<file path="config.mk">
export PLATFORM = sky130hd
export DESIGN_NAME = srecord_s19_char_parser_flat
export DESIGN_NICKNAME = d
export VERILOG_FILES = /design/src/design/srp_pkg.sv /design/src/design/srp_ifs.sv /design/src/design/srp_step.sv /design/src/design/srecord_s19_char_parser.sv /design/src/flat_wrapper.sv
export SDC_FILE = /design/constraint.sdc
export NUM_CORES = 1
export LEC_CHECK = 0
export BUFFER_PORTS_ARGS = -buffer_cell sky130_fd_sc_hd__buf_2
export CELL_PAD_IN_SITES_DETAIL_PLACEMENT = 1
export CELL_PAD_IN_SITES_GLOBAL_PLACEMENT = 1
export CORE_MARGIN = 2
export CORE_UTILIZATION = 36
export DETAILED_ROUTE_END_ITERATION = 10
export PLACE_DENSITY = 0.62
export SYNTH_ARGS = -nofsm -noshare
export SYNTH_HDL_FRONTEND = slang
export SYNTH_SLANG_ARGS = --single-unit
</file>
<file path="constraint.sdc">
create_clock -name clk_i -period 6.1 [get_ports clk_i]
set_clock_uncertainty 0.2 [all_clocks]
set_input_delay 1.525 -clock clk_i [delete_from_list [all_inputs] [get_ports clk_i]]
set_output_delay 1.525 -clock clk_i [all_outputs]
set_load 0.05 [all_outputs]
</file>
<file path="src/design/srp_pkg.sv">
// Package for the S19 record character parser: codes, character constants,
// the parser state and result structs, and the hex digit decoder.
// No dependencies; every other design file refers to it by scoped names.
package srp_pkg;

  // Result codes carried on the kind field
  typedef enum logic [1:0] {
    KindWrite   = 2'd0,
    KindStart   = 2'd1,
    KindBadType = 2'd2,
    KindBadHex  = 2'd3
  } kind_e;

  // Record type latched from character 1 of a line
  typedef enum logic [1:0] {
    RecNone = 2'd0,
    RecS1   = 2'd1,
    RecS5   = 2'd2,
    RecS9   = 2'd3
  } rec_e;

  localparam int unsigned PosWidth = 10;
  localparam logic [PosWidth-1:0] PosMax = 10'd1023;

  localparam logic [7:0] CharS    = 8'h53;  // 'S'
  localparam logic [7:0] CharOne  = 8'h31;  // '1'
  localparam logic [7:0] CharFive = 8'h35;  // '5'
  localparam logic [7:0] CharNine = 8'h39;  // '9'
  localparam logic [7:0] CharZero = 8'h30;  // '0'
  localparam logic [7:0] CharUpA  = 8'h41;  // 'A'
  localparam logic [7:0] CharLowA = 8'h61;  // 'a'

  // Line state that carries from one character to the next
  typedef struct packed {
    logic [PosWidth-1:0] pos;
    rec_e                rec;
    logic [15:0]         addr;
    logic [3:0]          high_nib;
    logic [7:0]          held_byte;
    logic                held_valid;
    logic                failed;
  } parse_state_t;

  // One result item plus its valid flag
  typedef struct packed {
    logic        valid;
    kind_e       kind;
    logic [15:0] address;
    logic [7:0]  value;
  } result_t;

  // Digit value in bits 3:0; bit 4 set when c is not a hex digit
  function automatic logic [4:0] hex_value(logic [7:0] c);
    logic [4:0] v;
    v = 5'h10;
    if (c inside {[8'h30:8'h39]}) begin
      v = 5'(c - CharZero);
    end else if (c inside {[8'h41:8'h46]}) begin
      v = 5'(c - CharUpA + 8'd10);
    end else if (c inside {[8'h61:8'h66]}) begin
      v = 5'(c - CharLowA + 8'd10);
    end
    return v;
  endfunction

endpackage

</file>
<file path="src/design/srp_ifs.sv">
// Valid/ready channel interfaces for the S19 record character parser.
// Depends on srp_pkg for the kind code type.
interface srp_char_if;
  logic       valid;
  logic       ready;
  logic [7:0] ch;
  logic       line_end;

  modport source(output valid, ch, line_end, input ready);
  modport sink(input valid, ch, line_end, output ready);
endinterface

interface srp_rec_if;
  logic                valid;
  logic                ready;
  srp_pkg::kind_e      kind;
  logic [15:0]         address;
  logic [7:0]          value;

  modport source(output valid, kind, address, value, input ready);
  modport sink(input valid, kind, address, value, output ready);
endinterface

</file>
<file path="src/design/srp_step.sv">
// Combinational parse step: given the line state and one character, produce
// the next line state and at most one result. Depends on srp_pkg.
module srp_step (
  input  srp_pkg::parse_state_t st_i,
  input  logic [7:0]            ch_i,
  input  logic                  last_i,
  output srp_pkg::parse_state_t st_o,
  output srp_pkg::result_t      res_o
);

  logic [4:0] nib;
  logic       is_hex;

  assign nib    = srp_pkg::hex_value(ch_i);
  assign is_hex = ~nib[4];

  always_comb begin
    st_o  = st_i;
    res_o = '0;

    if (!st_i.failed) begin
      if (st_i.pos == '0) begin
        if (ch_i != srp_pkg::CharS || last_i) begin
          res_o.valid = 1'b1;
          res_o.kind  = srp_pkg::KindBadType;
          st_o.failed = 1'b1;
        end
      end else if (st_i.pos == srp_pkg::PosWidth'(1)) begin
        case (ch_i)
          srp_pkg::CharOne:  st_o.rec = srp_pkg::RecS1;
          srp_pkg::CharFive: st_o.rec = srp_pkg::RecS5;
          srp_pkg::CharNine: st_o.rec = srp_pkg::RecS9;
          default: begin
            st_o.rec    = srp_pkg::RecNone;
            res_o.valid = 1'b1;
            res_o.kind  = srp_pkg::KindBadType;
            st_o.failed = 1'b1;
          end
        endcase
      end else if (st_i.pos >= srp_pkg::PosWidth'(4) &&
                   (st_i.rec == srp_pkg::RecS1 || st_i.rec == srp_pkg::RecS9)) begin
        if (!is_hex) begin
          res_o.valid = 1'b1;
          res_o.kind  = srp_pkg::KindBadHex;
          st_o.failed = 1'b1;
        end else if (st_i.pos <= srp_pkg::PosWidth'(7)) begin
          // shift in one address digit
          st_o.addr = {st_i.addr[11:0], nib[3:0]};
          if (st_i.pos == srp_pkg::PosWidth'(7) && st_i.rec == srp_pkg::RecS9) begin
            res_o.valid   = 1'b1;
            res_o.kind    = srp_pkg::KindStart;
            res_o.address = {st_i.addr[11:0], nib[3:0]};
          end
        end else if (st_i.rec == srp_pkg::RecS1) begin
          if (!st_i.pos[0]) begin
            st_o.high_nib = nib[3:0];
          end else begin
            // release the previous byte; the newest one may be the checksum
            if (st_i.held_valid) begin
              res_o.valid   = 1'b1;
              res_o.kind    = srp_pkg::KindWrite;
              res_o.address = st_i.addr;
              res_o.value   = st_i.held_byte;
              st_o.addr     = st_i.addr + 16'd1;
            end
            st_o.held_byte  = {st_i.high_nib, nib[3:0]};
            st_o.held_valid = 1'b1;
          end
        end
      end
    end

    if (st_i.pos == srp_pkg::PosMax) begin
      st_o.pos = srp_pkg::PosMax - srp_pkg::PosWidth'(1);
    end else begin
      st_o.pos = st_i.pos + srp_pkg::PosWidth'(1);
    end

    if (last_i) begin
      st_o.pos        = '0;
      st_o.rec        = srp_pkg::RecNone;
      st_o.held_valid = 1'b0;
      st_o.failed     = 1'b0;
    end
  end

endmodule

</file>
<file path="src/design/srecord_s19_char_parser.sv">
// Top level of the S19 record character parser: input register, line state,
// result register. Depends on srp_pkg, srp_ifs and srp_step.
//
//   Channel  Dir  Fields                     Transaction
//   chr_i    in   ch[7:0], line_end          one record character
//   rec_o    out  kind[1:0], address, value  one write, start, or error report
//
// Each character is held in the input register, then its result (if
// any) lands in the result register when the character advances.
// One character per cycle is sustained while rec_o is ready; the parse step
// between the two registers is combinational.
// Reset clears the line state and both valid flags; parsing starts at char 0.
// A stall on rec_o holds the result register; one more character is still
// taken into the input register before chr_i.ready drops.
module srecord_s19_char_parser (
  input  logic       clk_i,
  input  logic       rst_ni,
  srp_char_if.sink   chr_i,
  srp_rec_if.source  rec_o
);

  // input register
  logic       in_valid_q;
  logic [7:0] in_ch_q;
  logic       in_last_q;

  // line state
  srp_pkg::parse_state_t st_q, st_d;

  // result register
  logic           out_valid_q;
  srp_pkg::kind_e out_kind_q;
  logic [15:0]    out_addr_q;
  logic [7:0]     out_value_q;

  srp_pkg::result_t res;
  logic             advance;

  // Advance the held character when the result register is free or draining
  assign advance     = in_valid_q && (!out_valid_q || rec_o.ready);
  assign chr_i.ready = !in_valid_q || advance;

  srp_step u_step (
    .st_i   (st_q),
    .ch_i   (in_ch_q),
    .last_i (in_last_q),
    .st_o   (st_d),
    .res_o  (res)
  );

  // Capture an incoming character; drop the flag once it has been parsed
  always_ff @(posedge clk_i or negedge rst_ni) begin
    if (!rst_ni) begin
      in_valid_q <= 1'b0;
    end else if (chr_i.ready) begin
      in_valid_q <= chr_i.valid;
    end
  end

  always_ff @(posedge clk_i) begin
    if (chr_i.ready && chr_i.valid) begin
      in_ch_q   <= chr_i.ch;
      in_last_q <= chr_i.line_end;
    end
  end

  // Commit the line state only when the character really moves on
  always_ff @(posedge clk_i or negedge rst_ni) begin
    if (!rst_ni) begin
      st_q <= '0;
    end else if (advance) begin
      st_q <= st_d;
    end
  end

  // Result register: load on advance, clear when taken downstream
  always_ff @(posedge clk_i or negedge rst_ni) begin
    if (!rst_ni) begin
      out_valid_q <= 1'b0;
    end else if (advance) begin
      out_valid_q <= res.valid;
    end else if (rec_o.ready) begin
      out_valid_q <= 1'b0;
    end
  end

  always_ff @(posedge clk_i) begin
    if (advance && res.valid) begin
      out_kind_q  <= res.kind;
      out_addr_q  <= res.address;
      out_value_q <= res.value;
    end
  end

  assign rec_o.valid   = out_valid_q;
  assign rec_o.kind    = out_kind_q;
  assign rec_o.address = out_addr_q;
  assign rec_o.value   = out_value_q;

  // Backpressure on the input only when a character is already waiting
  a_ready_only_when_full: assert property (@(posedge clk_i) disable iff (!rst_ni)
    !chr_i.ready |-> in_valid_q)
    else $error("chr_i.ready low with empty input register");

  // Only memory writes carry a data byte
  a_value_zero_unless_write: assert property (@(posedge clk_i) disable iff (!rst_ni)
    rec_o.valid |-> (rec_o.kind == srp_pkg::KindWrite || rec_o.value == 8'h00))
    else $error("non-write result with nonzero value");

  // A parsed line end restarts the line at character zero
  a_line_end_restarts: assert property (@(posedge clk_i) disable iff (!rst_ni)
    (advance && in_last_q) |=> (st_q.pos == '0 && !st_q.failed && !st_q.held_valid))
    else $error("line state not cleared after line end");

  // A held data byte only exists inside an S1 record
  a_held_only_in_s1: assert property (@(posedge clk_i) disable iff (!rst_ni)
    st_q.held_valid |-> st_q.rec == srp_pkg::RecS1)
    else $error("held byte outside an S1 record");

endmodule
</file>
<file path="src/flat_wrapper.sv">
// flat-port wrapper written by rule: the top's interface ports become plain ports
module srecord_s19_char_parser_flat 
  (clk_i, rst_ni, chr_i_valid, chr_i_ch, chr_i_line_end, chr_i_ready, rec_o_valid, rec_o_kind, rec_o_address, rec_o_value, rec_o_ready);
  srp_char_if chr_i_i ();
  srp_rec_if rec_o_i ();
  input  logic clk_i;
  input  logic rst_ni;
  input wire logic [$bits(chr_i_i.valid)-1:0] chr_i_valid;
  input wire logic [$bits(chr_i_i.ch)-1:0] chr_i_ch;
  input wire logic [$bits(chr_i_i.line_end)-1:0] chr_i_line_end;
  output wire logic [$bits(chr_i_i.ready)-1:0] chr_i_ready;
  output wire logic [$bits(rec_o_i.valid)-1:0] rec_o_valid;
  output wire logic [$bits(rec_o_i.kind)-1:0] rec_o_kind;
  output wire logic [$bits(rec_o_i.address)-1:0] rec_o_address;
  output wire logic [$bits(rec_o_i.value)-1:0] rec_o_value;
  input wire logic [$bits(rec_o_i.ready)-1:0] rec_o_ready;
  assign chr_i_i.valid = chr_i_valid;
  assign chr_i_i.ch = chr_i_ch;
  assign chr_i_i.line_end = chr_i_line_end;
  assign chr_i_ready = chr_i_i.ready;
  assign rec_o_valid = rec_o_i.valid;
  assign rec_o_kind = rec_o_i.kind;
  assign rec_o_address = rec_o_i.address;
  assign rec_o_value = rec_o_i.value;
  assign rec_o_i.ready = rec_o_ready;
  srecord_s19_char_parser u_core (.clk_i(clk_i), .rst_ni(rst_ni), .chr_i(chr_i_i), .rec_o(rec_o_i));
endmodule
</file>
## After elaboration in Yosys (flattened, before gate mapping)

Index checks and enable logic that the tools add are counted.
Widths: inputs -> output; s select.

| storage, ports and cells | value |
|---|---|
| bits in registers | 79 |
| output and inout port bits | 28 |
| logic and storage cells | 126 |

| cells by class | value |
|---|---|
| $add $sub $neg | 7 |
| $lt $le $gt $ge | 8 |
| equality and inequality tests | 14 |
| multiplexer cells | 43 |
| bitwise gates (word level) | 9 |
| reduce and logical (&&, ||, !) cells | 31 |

Operators by type and width:

| cell | number |
|---|---|
| $mux 27 | 5 |
| $mux 29 | 3 |
| $mux 24 | 3 |
| $mux 16 | 3 |
| $mux 19 | 2 |
| $reduce_and 9->1 | 4 |
| $mux 32 | 1 |
| $mux 31 | 1 |
| $mux 30 | 1 |
| $eq 8x6->1 const B | 3 |
| $add 16x1->16 const B | 1 |
| $ge 8x7->1 const B | 2 |
| $le 8x7->1 const B | 2 |
| $reduce_bool 2->1 | 8 |
| $mux 3 | 5 |
| $mux 5 | 3 |
| $mux 13 | 1 |
| $mux 12 | 1 |
| $add 10x1->10 const B | 1 |
| $add 5x4->5 const B | 2 |
| $eq 10x1->1 const B | 1 |
| $eq 10x10->1 const B | 1 |
| $eq 10x3->1 const B | 1 |
| $ge 10x3->1 const B | 1 |
| 25 further kinds | 56 |

## Longest topological paths before layout

| depth | value |
|---|---|
| depth after elaboration | 14 |
| depth in mapped cells | 9 |

## By module

From an unflattened synthesis, not the netlist that was laid out.

| unflattened totals | value |
|---|---|
| cell total of the unflattened synthesis | 410 |
| area, all modules | 4,626.9 um^2 |

By module, submodules not included:

| module | times used | cells an instance | area each (um^2) | sequential area each (um^2) |
|---|---|---|---|---|
| srecord_s19_char_parser | 1 | 134 | 2,879.0 | 2,152.1 |
| srp_step | 1 | 276 | 1,747.9 | 0.0 |

## Least setup slack after synthesis

No wires, ideal clock.

| timing path | value |
|---|---|
| path type | input port to flip-flop |
| from | input port rec_o_ready |
| to | register u_core.out_addr_q[0], in the netlist u_core.rec_o.address[0], enable pin |
| setup time | 0.409 ns |
| arrival time | 3.203 ns |
| data required time | 5.491 ns |
| setup slack | 2.288 ns |
| stages | 5 |
| cells stage by stage | nand2b_1 and2_1 clkbuf_1 o2111ai_1 nor2_1 |

| on the way | value |
|---|---|
| longest elaborated chain between the ends | 3 |

Ends and longest elaborated chain:

| what | line | text |
|---|---|---|
| start: declaration | flat_wrapper.sv:16 | `input wire logic [$bits(rec_o_i.ready)-1:0] rec_o_ready;` |
| $logic_or 1x1->1 | srecord_s19_char_parser.sv:40 | `assign advance = in_valid_q && (!out_valid_q \|\| rec_o.ready);` |
| $logic_and 1x1->1 | srecord_s19_char_parser.sv:40 |  |
| $logic_and 1x1->1 | srecord_s19_char_parser.sv:88 | `if (advance && res.valid) begin` |
| end signal: assignment | srecord_s19_char_parser.sv:90 | `out_addr_q <= res.address;` |
| end: declaration | srecord_s19_char_parser.sv:33 | `logic [15:0] out_addr_q;` |

No other way between the ends.
A chain may end at the register's enable or synchronous reset.

## Final worst setup path

| timing path | value |
|---|---|
| from | input port rec_o_ready |
| to | output port chr_i_ready |

| on the way | value |
|---|---|
| longest elaborated chain between the ends | 3 |

Ends and longest elaborated chain:

| what | line | text |
|---|---|---|
| $logic_or 1x1->1 | srecord_s19_char_parser.sv:40 |  |
| $logic_and 1x1->1 | srecord_s19_char_parser.sv:40 |  |
| $logic_or 1x1->1 | srecord_s19_char_parser.sv:41 | `assign chr_i.ready = !in_valid_q \|\| advance;` |
| end: declaration | flat_wrapper.sv:11 | `output wire logic [$bits(chr_i_i.ready)-1:0] chr_i_ready;` |

No other way between the ends.

==> impl_results.md <==
- Slowest CP cell: buf_2
- Worst hold path type: reg -> reg
- Placed cell count: around 550
- Final Slew Violations: 0
- Ys flop type: dfrtp_1
- Cts repair resizes: 0
- WP data required: 4380 ps
- # hold bufs at CTS: 0
- Crit. End Element: primary output
- Worst skew pair latency: 340 ps
- Design Power: 1.65 mW
- Antenna violations before repair: 0
- CTS tree: yes
- Measured slew at the worst slew-check pin: 1230 ps
- Gr usage total: 17.3%
- Placement row count: 39
- Clk buf depth: 2
- Multi-input logic area: 0.00184 mm²
- Largest net degree at the start of global routing: 45
- Vias in the first global route: 3277
- Tcrit/Tclk final: a little over 60%
- Ant diodes: 0
- DR DRC count: 0
- Post-Layout Cell Count: 569
- Drt wl/cell: roughly 18 µm
- Post-synth EDFFs: 35
- Final Instance Area: between 0.004 and 0.005 mm²
- Mapped cell area: 0.00413 mm²
- Leakage power: 1.85 nW
- Total Wirelength: between 10 and 15 mm
- # fillers: between 1000 and 1500
- Vias per cell: between 5 and 6
- DP Area: 0.00446 mm²
- Layout Utilization: 42.1%
- Flops & latches, synth: 79
- Crit path largest cell delay: about 230 ps
- Top-count cell post-synth: dfrtp_1
- Crit path kind: in -> out
- Seq/Total Area, Yosys: 52.2%
- Vias: 3198
- Total CTS buffers: 9
- Final count of hold timing violations: 0
- Total Die Area: 0.0123 mm²
- Distinct cells, synth: 63
- Setup repair bufs after CTS: 0
- Startpoint Class: primary input
- CTS clk-pin slew, worst paths: ~60 ps
- Dpl hpwl: around 7 mm
- Capturing point of the worst reg2reg path: u_core.rec_o.address[11]
- Final Net Count: 441
- Reg2reg path depth: 6
- Power density cells: 347 mW/mm²
- Post-Synthesis Net Count: 409
- Critical path origin: rec_o_ready
- FF-to-FF Start: u_core.st_q[37]
- Yosys top cell by area: dfrtp_1
- Top cells by count, synth: dfrtp_1, nor2_1, edfxtp_1, clkbuf_1, a22oi_1
- Max H-tree Level: 3
- Die X: 111 µm
- Synth warnings: 0
- First-pass detailed-route iteration total: 4
- Layout cells sized above 1: 20.4%
- Fin crit period: 3770 ps
- Clock root cell: clkbuf_16
- Port-buffer cells: 40
- R2R setup slack: 2650 ps
- GRT Residual Overflow: 0
- # IOs: 41
- 1st-iter DRT viols: about 130
- Placer Congestion: 0.812
- RSZ-0062 raised after global routing: false
- Asr flop ratio synth: 55.7%
- Dpl ws: 2040 ps
- Worst-case hold slack: just under 300 ps
- Final setup viols: 0
- Setup TNS: 0 ps
- Final WS setup: approximately 2300 ps
- Initial Util: 36.5%
- Critical Path, Cell by Cell: buf_2 > nand3b_1 > buf_2
- FF/Latch Area: approximately 0.0022 mm²
- Crit-path max FO: 3
- Outcome: complete, no violations
- CP arrival: 2040 ps
- Core Box Area: 0.0113 mm²
- Mean Syn Cell Area: 10.6 µm²
- Antenna viol nets, final: 0
- Clock sink total: 79
- P&R area growth vs syn: 15.5%
- Slew headroom: 17.6%
- Die Ht: roughly 110 µm
- Synth Instances: 389
- Total of max-cap violations: 0
- Peak VDD IR: 0.153 mV
- Most Frequent Cell on Critical Path: buf_2
- Main area contributors after synthesis: dfrtp_1, edfxtp_1, mux2_2
- Peak Freq: 265 MHz
- Yosys top cell area share: 26.7%
- First-pass GRT wire length: 17.0 mm
- Worst Setup EP: chr_i_ready
[how the worst min path moves through the flow]
stage                    startpoint        endpoint  cells after the start
CTS                  u_core.st_q[8]  u_core.st_q[8]                      1
global placement     u_core.st_q[8]  u_core.st_q[8]                      1
floorplan            u_core.st_q[8]  u_core.st_q[8]                      1
finish               u_core.st_q[8]  u_core.st_q[8]                      1
global route        u_core.st_q[12]  u_core.st_q[8]                      1
detailed placement   u_core.st_q[8]  u_core.st_q[8]                      1
[registers in the layout, indices dropped and copies added, names as in the netlist]
| name | count |
|---|---|
| u_core.in_ch_q | 8 |
| u_core.in_last_q | 1 |
| u_core.in_valid_q | 1 |
| u_core.rec_o.address | 16 |
| u_core.rec_o.kind | 2 |
| u_core.rec_o.valid | 1 |
| u_core.rec_o.value | 8 |
| u_core.st_q | 42 |
[report_power, final]
group	switching [mW]	internal, mW
Combinational	0.324	0.0868
Sequential	0.0383	0.645
Clock	0.233	0.325
[worst max-delay path, delay by kind of cell]
kind,cells,cell delay [ps]
buffers and inverters,2,330
and+or+nand+nor,1,180
[metal layers]
metal | up-vias | part of all wire (%) | global-route usage, % | wire length, µm
li1 | 1558 | - | - | -
met1 | 1569 | 47 | 23.2 | 4730
met2 | 62 | 49 | 28.3 | 4920
met3 | 9 | 3.3 | 2.68 | 329
met4 | 0 | 1.3 | 6.58 | 136
met5 | - | 0 | 0 | 0
[layout by cell type, fill, tap and decap left out, types with 9 or more instances in the layout]
| cell | n |
|---|---|
| nand3_1 | 12 |
| o31ai_1 | 13 |
| nand2_1 | 13 |
| a21oi_1 | 15 |
| inv_1 | 14 |
| o21ai_0 | 17 |
| and2_1 | 12 |
| a22oi_1 | 19 |
| edfxtp_1 | 35 |
| nor2_1 | 39 |
| dfrtp_1 | 44 |
| clkbuf_16 | 9 |
| mux2_2 | 14 |
| buf_2 | 40 |
| nor3_1 | 13 |
[cells by family after synthesis]
kind of cell | after synthesis | synth area share (%)
simple gates | 131 | 17.3
compound gates | 118 | 20.6
mux | 15 | 4.09
buf+inv | 38 | 3.55
fa+ha+maj | 7 | 2.12
xor+xnor | 1 | 0.212
flops | 79 | 52.2
[layout make-up]
class	instances	share of cell area [%]
Sequential cell	79	45.2
Multi-Input combinational cell	272	38.5
Timing Repair Buffer	45	4.99
Clock buffer	9	4.73
Tap cell	143	3.76
Clock inverter	7	1.73
Inverter	14	1.10
Power figures use the tool's default switching activity.
